### src/sv/trex_pkg.sv
// Shared types, codes and constants of the timed execute stage.
package trex_pkg;

  localparam int unsigned XLEN       = 32;
  localparam int unsigned CMD_W      = 3;
  localparam int unsigned ALU_FN_W   = 4;
  localparam int unsigned BR_KIND_W  = 3;
  localparam int unsigned OP_SEL_W   = 2;
  localparam int unsigned SHAMT_W    = 5;
  localparam int unsigned CFG_ADDR_W = 2;

  localparam logic [XLEN-1:0] NOP_VALUE      = 32'hDEAD_BEEF;
  localparam logic [XLEN-1:0] TIME_ADDR_BIAS = 32'd4;

  localparam logic [CFG_ADDR_W-1:0] ADDR_DATA_MEMORY_BASE = 2'd0;

  // Operand select bits.
  localparam int unsigned SEL_A_IS_PC  = 0;
  localparam int unsigned SEL_B_IS_IMM = 1;

  typedef enum logic [CMD_W-1:0] {
    CMD_NORMAL          = 3'd0,
    CMD_GET_TIME        = 3'd1,
    CMD_GET_TIMESTAMP   = 3'd2,
    CMD_LOAD_TIMESTAMP  = 3'd3,
    CMD_STORE_TIMESTAMP = 3'd4,
    CMD_DELAY           = 3'd5
  } cmd_t;

  typedef enum logic [ALU_FN_W-1:0] {
    ALU_ADD  = 4'd0,
    ALU_SUB  = 4'd1,
    ALU_AND  = 4'd2,
    ALU_OR   = 4'd3,
    ALU_XOR  = 4'd4,
    ALU_SLL  = 4'd5,
    ALU_SRA  = 4'd6,
    ALU_SRL  = 4'd7,
    ALU_LUI  = 4'd8,
    ALU_SLT  = 4'd9,
    ALU_SLTU = 4'd10,
    ALU_NOP  = 4'd11
  } alu_fn_t;

  typedef enum logic [BR_KIND_W-1:0] {
    BR_NONE = 3'd0,
    BR_JUMP = 3'd1,
    BR_EQ   = 3'd2,
    BR_NE   = 3'd3,
    BR_LT   = 3'd4,
    BR_LTU  = 3'd5,
    BR_GE   = 3'd6,
    BR_GEU  = 3'd7
  } br_kind_t;

  typedef struct packed {
    logic [CMD_W-1:0]     command;
    logic [ALU_FN_W-1:0]  alu_function;
    logic [BR_KIND_W-1:0] branch_kind;
    logic [OP_SEL_W-1:0]  operand_select;
    logic [XLEN-1:0]      source_a;
    logic [XLEN-1:0]      source_b;
    logic [XLEN-1:0]      source_c;
    logic [XLEN-1:0]      instr_pc;
    logic [XLEN-1:0]      immediate;
    logic [XLEN-1:0]      time_now;
    logic [XLEN-1:0]      loaded_word;
  } in_beat_t;

  typedef struct packed {
    logic [XLEN-1:0] result_value;
    logic            branch_taken;
    logic            stall_res;
    logic [XLEN-1:0] mem_offset;
    logic            mem_write_enable;
    logic [XLEN-1:0] mem_write_data;
    logic [XLEN-1:0] store_forward;
    logic [XLEN-1:0] timestamp_out;
  } out_beat_t;

  typedef struct packed {
    logic [ALU_FN_W-1:0] fn;
    logic [XLEN-1:0]     a;
    logic [XLEN-1:0]     b;
  } alu_req_t;

  typedef struct packed {
    logic [BR_KIND_W-1:0] kind;
    logic [XLEN-1:0]      a;
    logic [XLEN-1:0]      b;
  } br_req_t;

endpackage

### src/sv/trex_if.sv
// Valid/ready channel interfaces for instruction beats and result beats.
interface trex_in_if;
  logic                             valid;
  logic                             ready;
  logic [trex_pkg::CMD_W-1:0]       command;
  logic [trex_pkg::ALU_FN_W-1:0]    alu_function;
  logic [trex_pkg::BR_KIND_W-1:0]   branch_kind;
  logic [trex_pkg::OP_SEL_W-1:0]    operand_select;
  logic [trex_pkg::XLEN-1:0]        source_a;
  logic [trex_pkg::XLEN-1:0]        source_b;
  logic [trex_pkg::XLEN-1:0]        source_c;
  logic [trex_pkg::XLEN-1:0]        instr_pc;
  logic [trex_pkg::XLEN-1:0]        immediate;
  logic [trex_pkg::XLEN-1:0]        time_now;
  logic [trex_pkg::XLEN-1:0]        loaded_word;

  modport source (
    output valid, command, alu_function, branch_kind, operand_select,
           source_a, source_b, source_c, instr_pc, immediate, time_now, loaded_word,
    input  ready
  );
  modport sink (
    input  valid, command, alu_function, branch_kind, operand_select,
           source_a, source_b, source_c, instr_pc, immediate, time_now, loaded_word,
    output ready
  );
endinterface

interface trex_out_if;
  logic                      valid;
  logic                      ready;
  logic [trex_pkg::XLEN-1:0] result_value;
  logic                      branch_taken;
  logic                      stall_res;
  logic [trex_pkg::XLEN-1:0] mem_offset;
  logic                      mem_write_enable;
  logic [trex_pkg::XLEN-1:0] mem_write_data;
  logic [trex_pkg::XLEN-1:0] store_forward;
  logic [trex_pkg::XLEN-1:0] timestamp_out;

  modport source (
    output valid, result_value, branch_taken, stall_res, mem_offset,
           mem_write_enable, mem_write_data, store_forward, timestamp_out,
    input  ready
  );
  modport sink (
    input  valid, result_value, branch_taken, stall_res, mem_offset,
           mem_write_enable, mem_write_data, store_forward, timestamp_out,
    output ready
  );
endinterface

### src/sv/trex_alu.sv
// Twelve-function integer ALU.
module trex_alu (
  input  trex_pkg::alu_req_t           req,
  output logic [trex_pkg::XLEN-1:0]    result
);
  import trex_pkg::*;

  logic [SHAMT_W-1:0] sh;

  assign sh = req.b[SHAMT_W-1:0];

  always_comb begin
    case (req.fn)
      ALU_ADD:  result = req.a + req.b;
      ALU_SUB:  result = req.a - req.b;
      ALU_AND:  result = req.a & req.b;
      ALU_OR:   result = req.a | req.b;
      ALU_XOR:  result = req.a ^ req.b;
      ALU_SLL:  result = req.a << sh;
      ALU_SRA:  result = XLEN'($signed(req.a) >>> sh);
      ALU_SRL:  result = req.a >> sh;
      ALU_LUI:  result = req.b;
      ALU_SLT:  result = {{(XLEN-1){1'b0}}, ($signed(req.a) < $signed(req.b))};
      ALU_SLTU: result = {{(XLEN-1){1'b0}}, (req.a < req.b)};
      default:  result = NOP_VALUE;
    endcase
  end
endmodule

### src/sv/trex_branch.sv
// Branch condition evaluation on the two register operands.
module trex_branch (
  input  trex_pkg::br_req_t req,
  output logic              cond
);
  import trex_pkg::*;

  logic eq;
  logic lt_s;
  logic lt_u;

  assign eq   = (req.a == req.b);
  assign lt_s = ($signed(req.a) < $signed(req.b));
  assign lt_u = (req.a < req.b);

  always_comb begin
    case (req.kind)
      BR_JUMP: cond = 1'b1;
      BR_EQ:   cond = eq;
      BR_NE:   cond = !eq;
      BR_LT:   cond = lt_s;
      BR_LTU:  cond = lt_u;
      BR_GE:   cond = !lt_s;
      BR_GEU:  cond = !lt_u;
      default: cond = 1'b0;
    endcase
  end
endmodule

### src/sv/trex_cfg.sv
// APB register file holding the data memory base address.
module trex_cfg (
  input  logic                                clk,
  input  logic                                rst_n,
  input  logic                                psel,
  input  logic                                penable,
  input  logic                                pwrite,
  input  logic [trex_pkg::CFG_ADDR_W-1:0]     paddr,
  input  logic [trex_pkg::XLEN-1:0]           pwdata,
  output logic [trex_pkg::XLEN-1:0]           prdata,
  output logic                                pready,
  output logic [trex_pkg::XLEN-1:0]           data_memory_base
);
  import trex_pkg::*;

  logic [XLEN-1:0] base_r;
  logic [XLEN-1:0] base_nxt;
  logic            wr_base;

  assign pready  = 1'b1;
  assign wr_base = psel && penable && pwrite && (paddr == ADDR_DATA_MEMORY_BASE);
  assign base_nxt = wr_base ? pwdata : base_r;

  always_ff @(posedge clk) begin
    if (!rst_n) begin
      base_r <= '0;
    end else begin
      base_r <= base_nxt;
    end
  end

  always_comb begin
    case (paddr)
      ADDR_DATA_MEMORY_BASE: prdata = base_r;
      default:               prdata = '0;
    endcase
  end

  assign data_memory_base = base_r;
endmodule

### src/sv/timed_risc_execute_stage_top.sv
// Top level of the timed execute stage: input register, execute logic, result register.
//
//   channel | direction | handshake      | payload
//   --------+-----------+----------------+-------------------------------------------
//   in_if   | sink      | valid/ready    | decoded instruction, operands, time, word
//   out_if  | source    | valid/ready    | ALU/branch result, stall, time memory ctl
//   APB     | slave     | psel/penable   | data_memory_base at byte address 0
//
// One beat per cycle sustained while out_if.ready holds; an accepted beat passes the
// input register, then the result register, before the result is valid.
// Reset (rst_n low, synchronous) empties both registers and clears the stored
// timestamp and the base register.
// A stalled result stage holds its beat; the input register keeps accepting as long
// as its own beat can move forward in the same cycle.
module timed_risc_execute_stage_top (
  input  logic                              clk,
  input  logic                              rst_n,
  trex_in_if.sink                           in_if,
  trex_out_if.source                        out_if,
  input  logic                              psel,
  input  logic                              penable,
  input  logic                              pwrite,
  input  logic [trex_pkg::CFG_ADDR_W-1:0]   paddr,
  input  logic [trex_pkg::XLEN-1:0]         pwdata,
  output logic [trex_pkg::XLEN-1:0]         prdata,
  output logic                              pready
);
  import trex_pkg::*;

  // Pipeline control and state.
  logic            in_vld_r,  in_vld_nxt;
  logic            out_vld_r, out_vld_nxt;
  logic [XLEN-1:0] ts_r,      ts_nxt;
  in_beat_t        in_beat_r;
  out_beat_t       out_beat_r, out_beat_nxt;

  logic            in_take;
  logic            adv;
  logic [XLEN-1:0] base;

  // Execute-pass signals.
  alu_req_t        alu_req;
  br_req_t         br_req;
  logic [XLEN-1:0] alu_res;
  logic            br_cond;
  logic            timed;
  logic            stall;
  logic            is_load;
  logic            is_store;
  logic            ld_ok;

  trex_cfg u_cfg (
    .clk              (clk),
    .rst_n            (rst_n),
    .psel             (psel),
    .penable          (penable),
    .pwrite           (pwrite),
    .paddr            (paddr),
    .pwdata           (pwdata),
    .prdata           (prdata),
    .pready           (pready),
    .data_memory_base (base)
  );

  // Advance the input beat when the result register is empty or draining.
  assign adv         = in_vld_r && (!out_vld_r || out_if.ready);
  assign in_if.ready = !in_vld_r || adv;
  assign in_take     = in_if.valid && in_if.ready;

  // Operand muxes: pc or source_a first, immediate or source_b second.
  assign alu_req.fn = in_beat_r.alu_function;
  assign alu_req.a  = in_beat_r.operand_select[SEL_A_IS_PC]  ? in_beat_r.instr_pc
                                                              : in_beat_r.source_a;
  assign alu_req.b  = in_beat_r.operand_select[SEL_B_IS_IMM] ? in_beat_r.immediate
                                                              : in_beat_r.source_b;

  // Branches always compare the raw register operands.
  assign br_req.kind = in_beat_r.branch_kind;
  assign br_req.a    = in_beat_r.source_a;
  assign br_req.b    = in_beat_r.source_b;

  trex_alu u_alu (
    .req    (alu_req),
    .result (alu_res)
  );

  trex_branch u_branch (
    .req  (br_req),
    .cond (br_cond)
  );

  // Load, store and delay wait while source_a lies later than the timer.
  assign is_load  = (in_beat_r.command == CMD_LOAD_TIMESTAMP);
  assign is_store = (in_beat_r.command == CMD_STORE_TIMESTAMP);
  assign timed    = is_load || is_store || (in_beat_r.command == CMD_DELAY);
  assign stall    = timed && (in_beat_r.source_a > in_beat_r.time_now);
  assign ld_ok    = is_load && !stall;

  always_comb begin
    // Unused command codes fall through to the ALU like a normal instruction.
    case (in_beat_r.command)
      CMD_GET_TIME:        out_beat_nxt.result_value = in_beat_r.time_now;
      CMD_GET_TIMESTAMP:   out_beat_nxt.result_value = ts_r;
      CMD_LOAD_TIMESTAMP,
      CMD_STORE_TIMESTAMP: out_beat_nxt.result_value = in_beat_r.source_b;
      default:             out_beat_nxt.result_value = alu_res;
    endcase
    out_beat_nxt.branch_taken     = br_cond && !stall;
    out_beat_nxt.stall_res        = stall;
    out_beat_nxt.mem_offset       = in_beat_r.source_b + TIME_ADDR_BIAS - base;
    out_beat_nxt.mem_write_enable = is_store && !stall;
    out_beat_nxt.mem_write_data   = (is_store && !stall) ? in_beat_r.source_a : '0;
    out_beat_nxt.store_forward    = is_store ? in_beat_r.source_c : in_beat_r.source_b;
    out_beat_nxt.timestamp_out    = ld_ok ? in_beat_r.loaded_word : ts_r;
  end

  // Update the timestamp only when the beat actually moves forward.
  assign ts_nxt      = (adv && ld_ok) ? in_beat_r.loaded_word : ts_r;
  assign in_vld_nxt  = in_take ? 1'b1 : (adv ? 1'b0 : in_vld_r);
  assign out_vld_nxt = adv ? 1'b1 : (out_if.ready ? 1'b0 : out_vld_r);

  always_ff @(posedge clk) begin
    if (!rst_n) begin
      in_vld_r  <= 1'b0;
      out_vld_r <= 1'b0;
      ts_r      <= '0;
    end else begin
      in_vld_r  <= in_vld_nxt;
      out_vld_r <= out_vld_nxt;
      ts_r      <= ts_nxt;
    end
  end

  // Payload registers: the input beat captures on accept, the result beat on advance; both hold otherwise.
  always_ff @(posedge clk) begin
    if (in_take) begin
      in_beat_r.command        <= in_if.command;
      in_beat_r.alu_function   <= in_if.alu_function;
      in_beat_r.branch_kind    <= in_if.branch_kind;
      in_beat_r.operand_select <= in_if.operand_select;
      in_beat_r.source_a       <= in_if.source_a;
      in_beat_r.source_b       <= in_if.source_b;
      in_beat_r.source_c       <= in_if.source_c;
      in_beat_r.instr_pc       <= in_if.instr_pc;
      in_beat_r.immediate      <= in_if.immediate;
      in_beat_r.time_now       <= in_if.time_now;
      in_beat_r.loaded_word    <= in_if.loaded_word;
    end
    if (adv) begin
      out_beat_r <= out_beat_nxt;
    end
  end

  assign out_if.valid            = out_vld_r;
  assign out_if.result_value     = out_beat_r.result_value;
  assign out_if.branch_taken     = out_beat_r.branch_taken;
  assign out_if.stall_res        = out_beat_r.stall_res;
  assign out_if.mem_offset       = out_beat_r.mem_offset;
  assign out_if.mem_write_enable = out_beat_r.mem_write_enable;
  assign out_if.mem_write_data   = out_beat_r.mem_write_data;
  assign out_if.store_forward    = out_beat_r.store_forward;
  assign out_if.timestamp_out    = out_beat_r.timestamp_out;

  // A blocked input beat must stay in place.
  a_in_hold: assert property (@(posedge clk) disable iff (!rst_n)
    in_vld_r && !adv |=> in_vld_r)
    else $error("input beat dropped while result stage was blocked");

  // A stalled step leaves the stored timestamp untouched.
  a_stall_keeps_ts: assert property (@(posedge clk) disable iff (!rst_n)
    adv && stall |=> ts_r == $past(ts_r))
    else $error("stalled step changed the stored timestamp");

  // A completed timestamp load shows up in the state in the next cycle.
  a_load_ts: assert property (@(posedge clk) disable iff (!rst_n)
    adv && ld_ok |=> ts_r == $past(in_beat_r.loaded_word))
    else $error("timestamp load not taken");

  // A stalled result never writes memory or takes a branch.
  a_stall_quiet: assert property (@(posedge clk) disable iff (!rst_n)
    out_vld_r && out_beat_r.stall_res |-> !out_beat_r.mem_write_enable
                                         && !out_beat_r.branch_taken)
    else $error("stalled result carries side effects");

endmodule
### src/flat_wrapper.sv
// flat-port wrapper written by rule: the top's interface ports become plain ports
module timed_risc_execute_stage_top_flat import trex_pkg::*;
  (clk, rst_n, psel, penable, pwrite, paddr, pwdata, prdata, pready, in_if_valid, in_if_command, in_if_alu_function, in_if_branch_kind, in_if_operand_select, in_if_source_a, in_if_source_b, in_if_source_c, in_if_instr_pc, in_if_immediate, in_if_time_now, in_if_loaded_word, in_if_ready, out_if_valid, out_if_result_value, out_if_branch_taken, out_if_stall_res, out_if_mem_offset, out_if_mem_write_enable, out_if_mem_write_data, out_if_store_forward, out_if_timestamp_out, out_if_ready);
  trex_in_if in_if_i ();
  trex_out_if out_if_i ();
  input  logic clk;
  input  logic rst_n;
  input  logic psel;
  input  logic penable;
  input  logic pwrite;
  input  logic [trex_pkg::CFG_ADDR_W-1:0] paddr;
  input  logic [trex_pkg::XLEN-1:0] pwdata;
  output logic [trex_pkg::XLEN-1:0] prdata;
  output logic pready;
  input wire logic [$bits(in_if_i.valid)-1:0] in_if_valid;
  input wire logic [$bits(in_if_i.command)-1:0] in_if_command;
  input wire logic [$bits(in_if_i.alu_function)-1:0] in_if_alu_function;
  input wire logic [$bits(in_if_i.branch_kind)-1:0] in_if_branch_kind;
  input wire logic [$bits(in_if_i.operand_select)-1:0] in_if_operand_select;
  input wire logic [$bits(in_if_i.source_a)-1:0] in_if_source_a;
  input wire logic [$bits(in_if_i.source_b)-1:0] in_if_source_b;
  input wire logic [$bits(in_if_i.source_c)-1:0] in_if_source_c;
  input wire logic [$bits(in_if_i.instr_pc)-1:0] in_if_instr_pc;
  input wire logic [$bits(in_if_i.immediate)-1:0] in_if_immediate;
  input wire logic [$bits(in_if_i.time_now)-1:0] in_if_time_now;
  input wire logic [$bits(in_if_i.loaded_word)-1:0] in_if_loaded_word;
  output wire logic [$bits(in_if_i.ready)-1:0] in_if_ready;
  output wire logic [$bits(out_if_i.valid)-1:0] out_if_valid;
  output wire logic [$bits(out_if_i.result_value)-1:0] out_if_result_value;
  output wire logic [$bits(out_if_i.branch_taken)-1:0] out_if_branch_taken;
  output wire logic [$bits(out_if_i.stall_res)-1:0] out_if_stall_res;
  output wire logic [$bits(out_if_i.mem_offset)-1:0] out_if_mem_offset;
  output wire logic [$bits(out_if_i.mem_write_enable)-1:0] out_if_mem_write_enable;
  output wire logic [$bits(out_if_i.mem_write_data)-1:0] out_if_mem_write_data;
  output wire logic [$bits(out_if_i.store_forward)-1:0] out_if_store_forward;
  output wire logic [$bits(out_if_i.timestamp_out)-1:0] out_if_timestamp_out;
  input wire logic [$bits(out_if_i.ready)-1:0] out_if_ready;
  assign in_if_i.valid = in_if_valid;
  assign in_if_i.command = in_if_command;
  assign in_if_i.alu_function = in_if_alu_function;
  assign in_if_i.branch_kind = in_if_branch_kind;
  assign in_if_i.operand_select = in_if_operand_select;
  assign in_if_i.source_a = in_if_source_a;
  assign in_if_i.source_b = in_if_source_b;
  assign in_if_i.source_c = in_if_source_c;
  assign in_if_i.instr_pc = in_if_instr_pc;
  assign in_if_i.immediate = in_if_immediate;
  assign in_if_i.time_now = in_if_time_now;
  assign in_if_i.loaded_word = in_if_loaded_word;
  assign in_if_ready = in_if_i.ready;
  assign out_if_valid = out_if_i.valid;
  assign out_if_result_value = out_if_i.result_value;
  assign out_if_branch_taken = out_if_i.branch_taken;
  assign out_if_stall_res = out_if_i.stall_res;
  assign out_if_mem_offset = out_if_i.mem_offset;
  assign out_if_mem_write_enable = out_if_i.mem_write_enable;
  assign out_if_mem_write_data = out_if_i.mem_write_data;
  assign out_if_store_forward = out_if_i.store_forward;
  assign out_if_timestamp_out = out_if_i.timestamp_out;
  assign out_if_i.ready = out_if_ready;
  timed_risc_execute_stage_top u_core (.clk(clk), .rst_n(rst_n), .in_if(in_if_i), .out_if(out_if_i), .psel(psel), .penable(penable), .pwrite(pwrite), .paddr(paddr), .pwdata(pwdata), .prdata(prdata), .pready(pready));
endmodule
### config.mk
export PLATFORM = sky130hd
export DESIGN_NAME = timed_risc_execute_stage_top_flat
export DESIGN_NICKNAME = d
export VERILOG_FILES = /design/src/sv/trex_pkg.sv /design/src/sv/trex_if.sv /design/src/sv/trex_alu.sv /design/src/sv/trex_branch.sv /design/src/sv/trex_cfg.sv /design/src/sv/timed_risc_execute_stage_top.sv /design/src/flat_wrapper.sv
export SDC_FILE = /design/constraint.sdc
export NUM_CORES = 1
export LEC_CHECK = 0
export ABC_CLOCK_PERIOD_IN_PS = 10700
export BUFFER_PORTS_ARGS = -buffer_cell sky130_fd_sc_hd__buf_2
export CAP_MARGIN = 20
export CORE_ASPECT_RATIO = 1.4
export CORE_MARGIN = 10
export CORE_UTILIZATION = 30
export DETAILED_ROUTE_END_ITERATION = 7
export PLACE_DENSITY = 0.57
export SLEW_MARGIN = 40
export SYNTH_ARGS = -nofsm -noshare
export SYNTH_HDL_FRONTEND = slang
export SYNTH_SLANG_ARGS = --single-unit
### constraint.sdc
create_clock -name clk -period 10.7 [get_ports clk]
set_input_delay 0.535 -clock clk [delete_from_list [all_inputs] [get_ports clk]]
set_output_delay 0.535 -clock clk [all_outputs]
set_load 0.02 [all_outputs]
==> impl_results.md, run 1 <==
* Synth warn at 0
* Part of the Yosys area used for sequential elements at a little under half
* FF-to-FF setup slack at 5080 ps
* #FFs+latches synth at 465
* Die Area at 0.112 mm2
* Tot GR Track Use at between 20% and 30%
* Final std cells w/o fill at between 4,000 and 5,000
* Pre-CTS WS at 5320 ps
* Max layer used: met5
* Setup CP Type: reg -> reg
* CTS tree: done
* Crit end category: register
* Post-placement cell count at around 4,600
* Top-count cell post-synth: edfxtp_1
* Area of the multi-input gates at 0.0149 mm2
* CP startpoint kind: register
* Yosys top cell area share at 40.6%
* Die H at 391 um
* Chip width at around 290 um
* P&R area growth vs syn at 18.7%
* Std cell rows at around 140
* Crit share post-route at 52.5%
* DR vias at 25,700
* Total power at 5160 uW
* Hold Crit Endpoint: u_core.in_beat_r[74]
* Initial antenna violation count at 42
* Met1 WL at 49,600 um
* Post-DRT Antenna Nets at 0
* Worst setup margin at 5080 ps
* Post-synthesis cell type count at 90
* R2r startpoint: u_core.in_beat_r[225]
* WHS Path Cells at 1
* Global-route congestion overflow total at 0
* Static Leakage at 0.0143 uW
* Number of synthesized flops with an enable pin at 399
* Tmin final at approximately 5600 ps
* Register-to-Register Path Depth at 15
* Final setup TNS at 0 ps
* Status: finished clean
* Vias per cell at approximately 5.5
* Most frequent cells after synthesis: 399 x edfxtp_1, 277 x nand2_1, 229 x ha_1
* Mapped Nets at 3,427
* Fill cell count at 10,100
* Post-detail-place hpwl at 102,000 um
* Met2 wire len at 63,800 um
* CTS Buf Count at a little under 50
* IO Count at around 480
* Final wirelength at between 100,000 and 150,000 um
* Power Density at 147 mW/mm2
* First-pass GRT wire length at ~180,000 um
* Startpoint of the worst hold path: in_if_immediate[10]
* Core Footprint at 0.0980 mm2
* I/O Buffers at 473
* Placed Area at 0.0334 mm2
* Worst vdd ir at 0.000114 V
* Clk slew on worst S/H paths at 70 ps
* # setup viols final at 0
* Area leader, netlist: edfxtp_1
* F_max at 0.178 GHz
* Final Hold Viols at 0
* Fin Clk Skew at 43.8 ps
* Syn Area/Cell at 10.1 um2
* Slew @ Worst Pin at approximately 950 ps
* Post-CTS sizing at 0
* Root Buffer: clkbuf_16
* Clock buffer depth at 3
* Layout cells sized above 1 at 21.3%
* Vias in the first global route at 25,800
* Residual DRC at 0
* Clk_lat worst skew at ~630 ps
* Slew Viols, Final at 0
* WL met3 at 11,000 um
* Clk sinks at around 470
* Drt initial violations at 2,193
* Slew margin rel. at around 36%
* Crit path arrival time at 5970 ps
* Synth area leaders: edfxtp_1 41%, ha_1 9.7%, mux2i_1 7.2%
* Initial Utilization at between 30% and 40%
* R2r endpoint: u_core.out_if.result_value[26]
* Largest net degree at the start of global routing at 143
* Final Instance Area at 0.0351 mm2
* Net count reported at finish at 3,837
* RSZ-0062 raised after global routing: no
* Crit-path max FO at 44
* Clock H-tree levels at 2
* Ys flop type: edfxtp_1
* Area occupied by registers at 0.0133 mm2
* WL/cell at 28.1 um
* Asr flop ratio synth at 0%
* Post-CTS Setup Bufs at 0
* Gpl congestion at 0.978
* Synthesized cell area at ~0.030 mm2
* Initial DRT Pass Iterations at 6
* Critical path required time at about 11,000 ps
* Cells after Synth at between 2,000 and 3,000
* Max Cap Viol at 0
* Hold Path Class: in -> reg
* Hold-fix buffers at CTS at 0
## where the power goes
group	switching [uW]	total (uW)	internal, uW
registers	78.2	2170	2090
logic	822	1240	420
clock network	792	1750	962
## how the worst max path moves through the flow
stage | start | to | slack, ps | cells past startpoint
after floorplan | out_if_ready | u_core.ts_r[10] | 1460 | 7
after global placement | u_core.in_beat_r[225] | u_core.out_if.result_value[26] | 5380 | 15
after detailed placement | u_core.in_beat_r[225] | u_core.out_if.result_value[20] | 5320 | 14
after CTS | u_core.in_beat_r[225] | u_core.out_if.result_value[26] | 5270 | 15
after global routing | u_core.in_beat_r[225] | u_core.out_if.result_value[22] | 4900 | 15
final | u_core.in_beat_r[225] | u_core.out_if.result_value[26] | 5080 | 15
## per-layer routing
metal,GRT usage (%),vias up
met3,5.63,304
met2,38.7,1264
li1,-,11600
met5,0,-
met4,11.0,60
met1,25.9,12500
## final cells by class
| class | count | area share (%) |
|---|---|---|
| tap | 1311 | 4.68 |
| clock buffer | 66 | 3.91 |
| clock inverter | 25 | 0.685 |
| multi-input combinational | 2079 | 42.4 |
| sequential | 465 | 37.9 |
| timing repair buffer | 527 | 8.10 |
| antenna | 8 | 0.0571 |
| inverter | 206 | 2.20 |
## flip-flops by register name, summed over array words and instances (netlist names), 32 cells and up
register / flops
u_core.out_if.store_forward: 32
u_core.out_if.timestamp_out: 32
u_core.ts_r: 32
u_core.u_cfg.data_memory_base: 32
u_core.in_beat_r: 165
u_core.out_if.result_value: 32
u_core.br_req: 67
u_core.out_if.mem_write_data: 32
u_core.out_if.mem_offset: 32
## through the flow
stage | hold slack (ps) | utilization, %
final | 77.4 | 35.8
after detailed placement | 458 | 34.1
after global placement | 452 | 34.0
after CTS | 47.8 | 35.7
after floorplan | 443 | -
after global routing | 55.8 | 35.8
## critical path: stages (launching register included)
cell and delay (ps):
edfxtp_1 330, buf_4 600, mux2i_4 330, buf_4 320, inv_2 380, ha_1 410, fa_1 500, a211oi_1 300
o21a_1 300, a211oi_2 150, nor4b_2 580, o31ai_1 170, a221oi_2 470, nor3_1 90, a311oi_1 220, a21oi_1 90
## cells by family after synthesis
group                      Yosys count  synth area share (%)
AOI/OAI and AO/OA                  765                  17.1
xor gates and xnor gates            36                  1.07
adders and majority gates          232                  9.90
buffers and inverters              374                  5.17
DFF                                465                  45.0
muxes                              263                  9.37
other                                1                0.0127
and+or+nand+nor                    782                  12.3
## layout by cell type, fill, tap and decap left out, drive strengths merged, types with 76 or more instances in the layout
master,count
o21ai,155
a21oi,184
edfxtp,399
mux2i,220
buf,527
nor3,76
inv,212
nor2,189
nand2,277
ha,229
Power figures use the tool's default switching activity.
==> run 2: changes to the inputs <==
Settings changed: ABC_CLOCK_PERIOD_IN_PS 10700 to 5000, PLACE_DENSITY 0.57 to 0.58.
Clock period 10.7 ns to 5 ns, I/O delays scaled along.
==> run 2 against run 1 <==
- die area did not move
- combinational power grew 130%
- sequential power rose by 110%
- core utilization rose by 3.2 points
- clock skew shrank 23 ps
- critical path depth shrank 1
- first-iteration DRC count increased by 18%
- global-route usage is 0.59 points higher
- worst hold slack worse by 43 ps
- critical endpoint is now u_core.out_if.result_value[29]
==> impl_results.md, run 2 (same netlist as run 1, synthesis figures left out) <==
* Post-CTS sizing at 0
* Most common cell after layout, fill and taps aside: buf_2
* I/O Buffers at roughly 470
* DR vias at about 27,000
* Post-detail-place hpwl at 105,000 um
* Die H at 391 um
* F_max at around 0.21 GHz
* Clock H-tree levels at 2
* Initial antenna violation count at 11
* Static Leakage at 0.0157 uW
* Chip width at around 290 um
* Vias per cell at 5.38
* Total power at 11,300 uW
* Most flop-heavy register: u_core.in_beat_r
* Max Cap Viol at 0
* Crit path arrival time at 5040 ps
* Clk slew on worst S/H paths at 70 ps
* Startpoint of the worst hold path: out_if_ready
* Final std cells w/o fill at 5,012
* Crit path launch: u_core.in_beat_r[225]
* P&R area growth vs syn at 29.2%
* Tmin final at between 4000 and 5000 ps
* Setup CP Type: reg -> reg
* Critical path required time at 5340 ps
* Final Hold Viols at 0
* CTS tree: done
* Post-placement cell count at 4,645
* Initial Utilization at 30.1%
* Core Footprint at 0.0980 mm2
* Residual DRC at 0
* Final setup TNS at 0 ps
* Net count reported at finish at 4,162
* Die Area at 0.112 mm2
* Global-route congestion overflow total at 0
* CP startpoint kind: register
* Final wirelength at 135,000 um
* Worst vdd ir at between 0.0002 and 0.0003 V
* Tot GR Track Use at 23.1%
* Crit end category: register
* CTS Buf Count at 48
* Slew @ Worst Pin at 918 ps
* Slew margin rel. at 38.8%
* Status: finished clean
* RSZ-0062 raised after global routing: no
* Largest stage delay on the critical path at 680 ps
* Std cell rows at 136
* Gpl congestion at 1.03
* Initial DRT Pass Iterations at 6
* Slew Viols, Final at 0
* Layout cells sized above 1 at 20.5%
* Slowest cell on crit path: o311ai_1
* Crit-path max FO at 13
* Power Density at 295 mW/mm2
* Clk_lat worst skew at 620 ps
* Max reg flops at 165
* Root Buffer: clkbuf_16
* Vias in the first global route at ~27,000
* Clock buffer depth at 3
* Crit share post-route at 94.1%
* WL/cell at approximately 27 um
* IO Count at 475
* Most frequent cells in the layout: 473 x buf_2, 399 x edfxtp_1, 276 x nand2_1
* Fin Clk Skew at 20.8 ps
* Clk sinks at 465
* First-pass GRT wire length at 191,000 um
* CP Cell Sequence: buf_4, o21ai_0, inv_1, ha_1, inv_1, a21oi_1, o311ai_1, o2111ai_1, buf_4, a21o_1, or2_1, and3_1, nor4_1, a32oi_1
* Hold Path Class: in -> reg
* R2r startpoint: u_core.in_beat_r[225]
* Drt initial violations at 2,594
* # setup viols final at 0
* Largest net degree at the start of global routing at 119
* Post-DRT Antenna Nets at 0
==> run 2: cell count changes in the layout (fill, tap and decap cells not counted), moves of 3 or more <==
cell	before	now
buf_4	48	101
buf_12	3	10
mux2i_1	204	211
dlygate4sd3_1	0	269
mux2i_2	12	5
inv_6	3	6
clkbuf_8	6	1
bufinv_16	2	5
clkinv_1	3	8
==> run 2: worst max-delay path, delay by kind of cell, from the launching register on <==
kind	cells	cell delay, ps
buffers and inverters	4	750
flip-flops	1	490
adder cells (fa/ha/maj)	1	460
AND/OR/NAND/NOR	3	740
AO/OA/AOI/OAI	6	1970
==> run 2: final cells by class <==
| type | instances | area, um2 |
|---|---|---|
| Tap cell | 1311 | 1640 |
| Clock inverter | 32 | 332 |
| Fill cell | 9730 | 59800 |
| Sequential cell | 465 | 13300 |
| Clock buffer | 57 | 1240 |
| Inverter | 206 | 773 |
| Antenna cell | 9 | 22.5 |
| Timing Repair Buffer | 853 | 6020 |
| Multi-Input combinational cell | 2079 | 14800 |
==> run 2: what timing repair did <==
action | CTS | global route
hold endpoints to repair | 269 | 0
setup endpoints to repair | 0 | 0
hold buffers | 269 | 0
setup buffers | 0 | 0
==> run 2: layer usage <==
metal  part of all wire [%]  wire length (um)  GRT usage (%)
met1                     38             51700           26.9
met2                     49             66300           40.3
met3                    7.1              9630           4.07
met4                    5.6              7530           11.6
met5                 0.0096                13              0
==> run 2: power breakdown <==
group / internal (uW) / switching [uW]
registers: 4470 / 165
logic: 1080 / 1830
clock network: 2070 / 1650
==> run 2: per-stage QoR <==
stage / worst slack (ps) / cell area, um2 / util [%] / hold WS, ps
after global routing: 175 / 38200 / 38.9 / 46.5
after global placement: 113 / 33900 / 34.5 / 427
after floorplan: 711 / 29600 / - / 349
after detailed placement: 376 / 33900 / 34.6 / 428
after CTS: 326 / 38100 / 38.9 / 10.8
final: 297 / 38200 / 38.9 / 34.6
==> run 2: final timing paths <==
kind / to / slack [ps] / depth (start not counted)
max: u_core.out_if.result_value[29] / 300 / 14
max reg2reg: u_core.out_if.result_value[29] / 300 / 14
min reg2reg: u_core.u_cfg.data_memory_base[3] / 470 / 2
min: u_core.out_if.valid / 30 / 3
==> run 3: changes to the inputs <==
Settings changed: ABC_CLOCK_PERIOD_IN_PS 5000 to 4300, CORE_ASPECT_RATIO 1.4 to 1.75, CORE_MARGIN 10 to 1.
Clock period 5 ns to 4.3 ns, I/O delays scaled along.
==> run 3 against run 2 <==
- sequential share of layout area shrank 0.97 points
- power grew 19%
- global-route usage grew 3.5 points
- largest cell class unchanged
==> impl_results.md, run 3 (same netlist as run 1, synthesis figures left out) <==
* Largest net degree at the start of global routing at 124
* Layout cells sized above 1 at ~23%
* Crit-path max FO at 15
* WL/cell at 26.6 um
* R2r endpoint: u_core.out_if.result_value[28]
* Initial antenna violation count at 10
* Drt initial violations at roughly 1,900
* Std cell rows at 151
* Vias per cell at 5.37
* Final Hold Viols at 0
* Largest stage delay on the critical path at approximately 550 ps
* Net count reported at finish at 4,278
* Post-DRT Antenna Nets at 0
* Register-to-Register Path Depth at 15
* CP Buf/Inv Count at 4
* Gpl congestion at 1.04
* Clk sinks at 465
* Root Buffer: clkbuf_16
* Clk_lat worst skew at 640 ps
* Die Area at 0.0998 mm2
* I/O Buffers at 473
* Residual DRC at 0
* CP startpoint kind: register
* Crit path launch: u_core.in_beat_r[224]
* Die H at 417 um
* Clk slew on worst S/H paths at 70 ps
* Final setup TNS at 0 ps
* RSZ-0062 raised after global routing: no
* WHS Path Cells at 5
* F_max at 0.238 GHz
* Slew @ Worst Pin at 894 ps
* Crit path arrival time at 4560 ps
* Fin Clk Skew at 27.9 ps
* IO Count at ~480
* Slew Viols, Final at 0
* Most flop-heavy register: u_core.in_beat_r
* Crit share post-route at between 90% and 100%
* Startpoint of the worst hold path: penable
* CTS tree: done
* Chip width at 239 um
* FF-to-FF setup slack at between 90 and 100 ps
* P&R area growth vs syn at 32.9%
* Hold Crit Endpoint: u_core.u_cfg.data_memory_base[19]
* Post-CTS Setup Bufs at 0
* Core Footprint at just under 0.1 mm2
* Global-route congestion overflow total at 0
* Max Cap Viol at 0
* Slowest cell on crit path: or4b_4
* Max reg flops at ~170
* Most frequent cells in the layout: 473 x buf_2, 399 x edfxtp_1, 281 x dlygate4sd3_1
* Final Core Density at 40.4%
* Status: finished clean
* Clock buffer depth at 3
* Most used cell, CP: buf_4
* Initial Utilization at between 30% and 40%
* R2r startpoint: u_core.in_beat_r[224]
* Fill cell count at ~9,600
* Tmin final at 4200 ps
* First-pass GRT wire length at 192,000 um
* Power Density at 341 mW/mm2
* Worst vdd ir at 0.000316 V
* Most common cell after layout, fill and taps aside: buf_2
* Crit end category: register
* Post-detail-place hpwl at 106,000 um
* Initial DRT Pass Iterations at 5
* Vias in the first global route at 28,000
* CTS Buf Count at 49
* Critical path required time at 4660 ps
* Hold Path Class: in -> reg
* Static Leakage at 0.0164 uW
* # setup viols final at 0
* DR vias at 27,500
* Slew margin rel. at 40.4%
* Final wirelength at around 140,000 um
* Setup CP Type: reg -> reg
* CP Cell Sequence: buf_12, buf_4, mux2i_1, buf_4, ha_1, buf_4, and2_1, nand3_1, a211oi_4, nor4b_4, or4b_4, a41o_1, mux2i_1, a211oi_1, a21oi_1
* Tot GR Track Use at 26.7%
* Clock H-tree levels at 2
* Crit path max-delay family: simple AND/OR/NAND/NOR gates
[run 3: changes by cell type in the layout (fill, tap and decap cells not counted), sizes merged, moves of 3 or more]
cell	before	now
clkinv	18	15
bufinv	5	1
inv	215	218
clkinvlp	0	4
buf	584	687
dlygate4sd3	269	281
[run 3: layout make-up]
class	instances	area (um2)	share of cell area (%)
tap	1300	1630	4.14
multi-input combinational	2079	14900	37.9
clock buffer	59	1360	3.46
antenna	9	22.5	0.0574
timing repair buffer	968	7020	17.9
inverter	206	773	1.97
clock inverter	32	292	0.743
sequential	465	13300	33.9
[run 3: routing by layer]
layer	global-route usage (%)	routed length, um	vias up
met3	4.66	8920	370
met1	28.9	49400	13400
met5	0	30	-
met2	46.6	66800	1239
li1	-	-	12500
met4	18.9	11200	4
[run 3: repair_timing]
item / 4_1_cts / 5_1_grt
hold buffers: 281 / 0
endpoints found under the setup margin: 0 / 8
hold endpoints to repair: 280 / 0
gates resized for setup: 0 / 11
[run 3: worst register-to-register path, delay by kind of cell (launching register included)]
family	cells	cell delay (ps)
AO/OA/AOI/OAI	4	980
AND/OR/NAND/NOR	4	1100
flip-flops	1	440
multiplexers	2	260
buffers and inverters	4	780
adder cells (fa/ha/maj)	1	390
[run 3: power by group]
part	switching (uW)	total [uW]	leakage (uW)	internal [uW]
logic	2190	3580	0.0112	1380
clock network	2080	4460	0.000806	2380
registers	173	5370	0.00438	5200
total	4450	13400	0.0164	8960
[run 3: stage by stage]
stage	std cells	total power (uW)	hold WS, ps	worst slack [ps]	cell area, um2
after floorplan	2918	7330	314	10.6	29600
after global placement	4734	8720	391	40.4	34600
after detailed placement	4736	8730	393	108	34700
after CTS	5108	13400	187	91.1	39200
after global routing	5115	13900	213	21.6	39300
final	5118	13400	206	96.0	39300
[run 3: how the worst max path moves through the flow]
stage | endpoint | slack (ps) | depth (start not counted)
finish | u_core.out_if.result_value[28] | 100 | 15
global route | u_core.out_if.result_value[26] | 20 | 15
CTS | u_core.out_if.result_value[27] | 90 | 15
detailed placement | u_core.out_if.result_value[27] | 110 | 15
global placement | u_core.out_if.result_value[28] | 40 | 14
floorplan | u_core.out_if.result_value[20] | 10 | 15
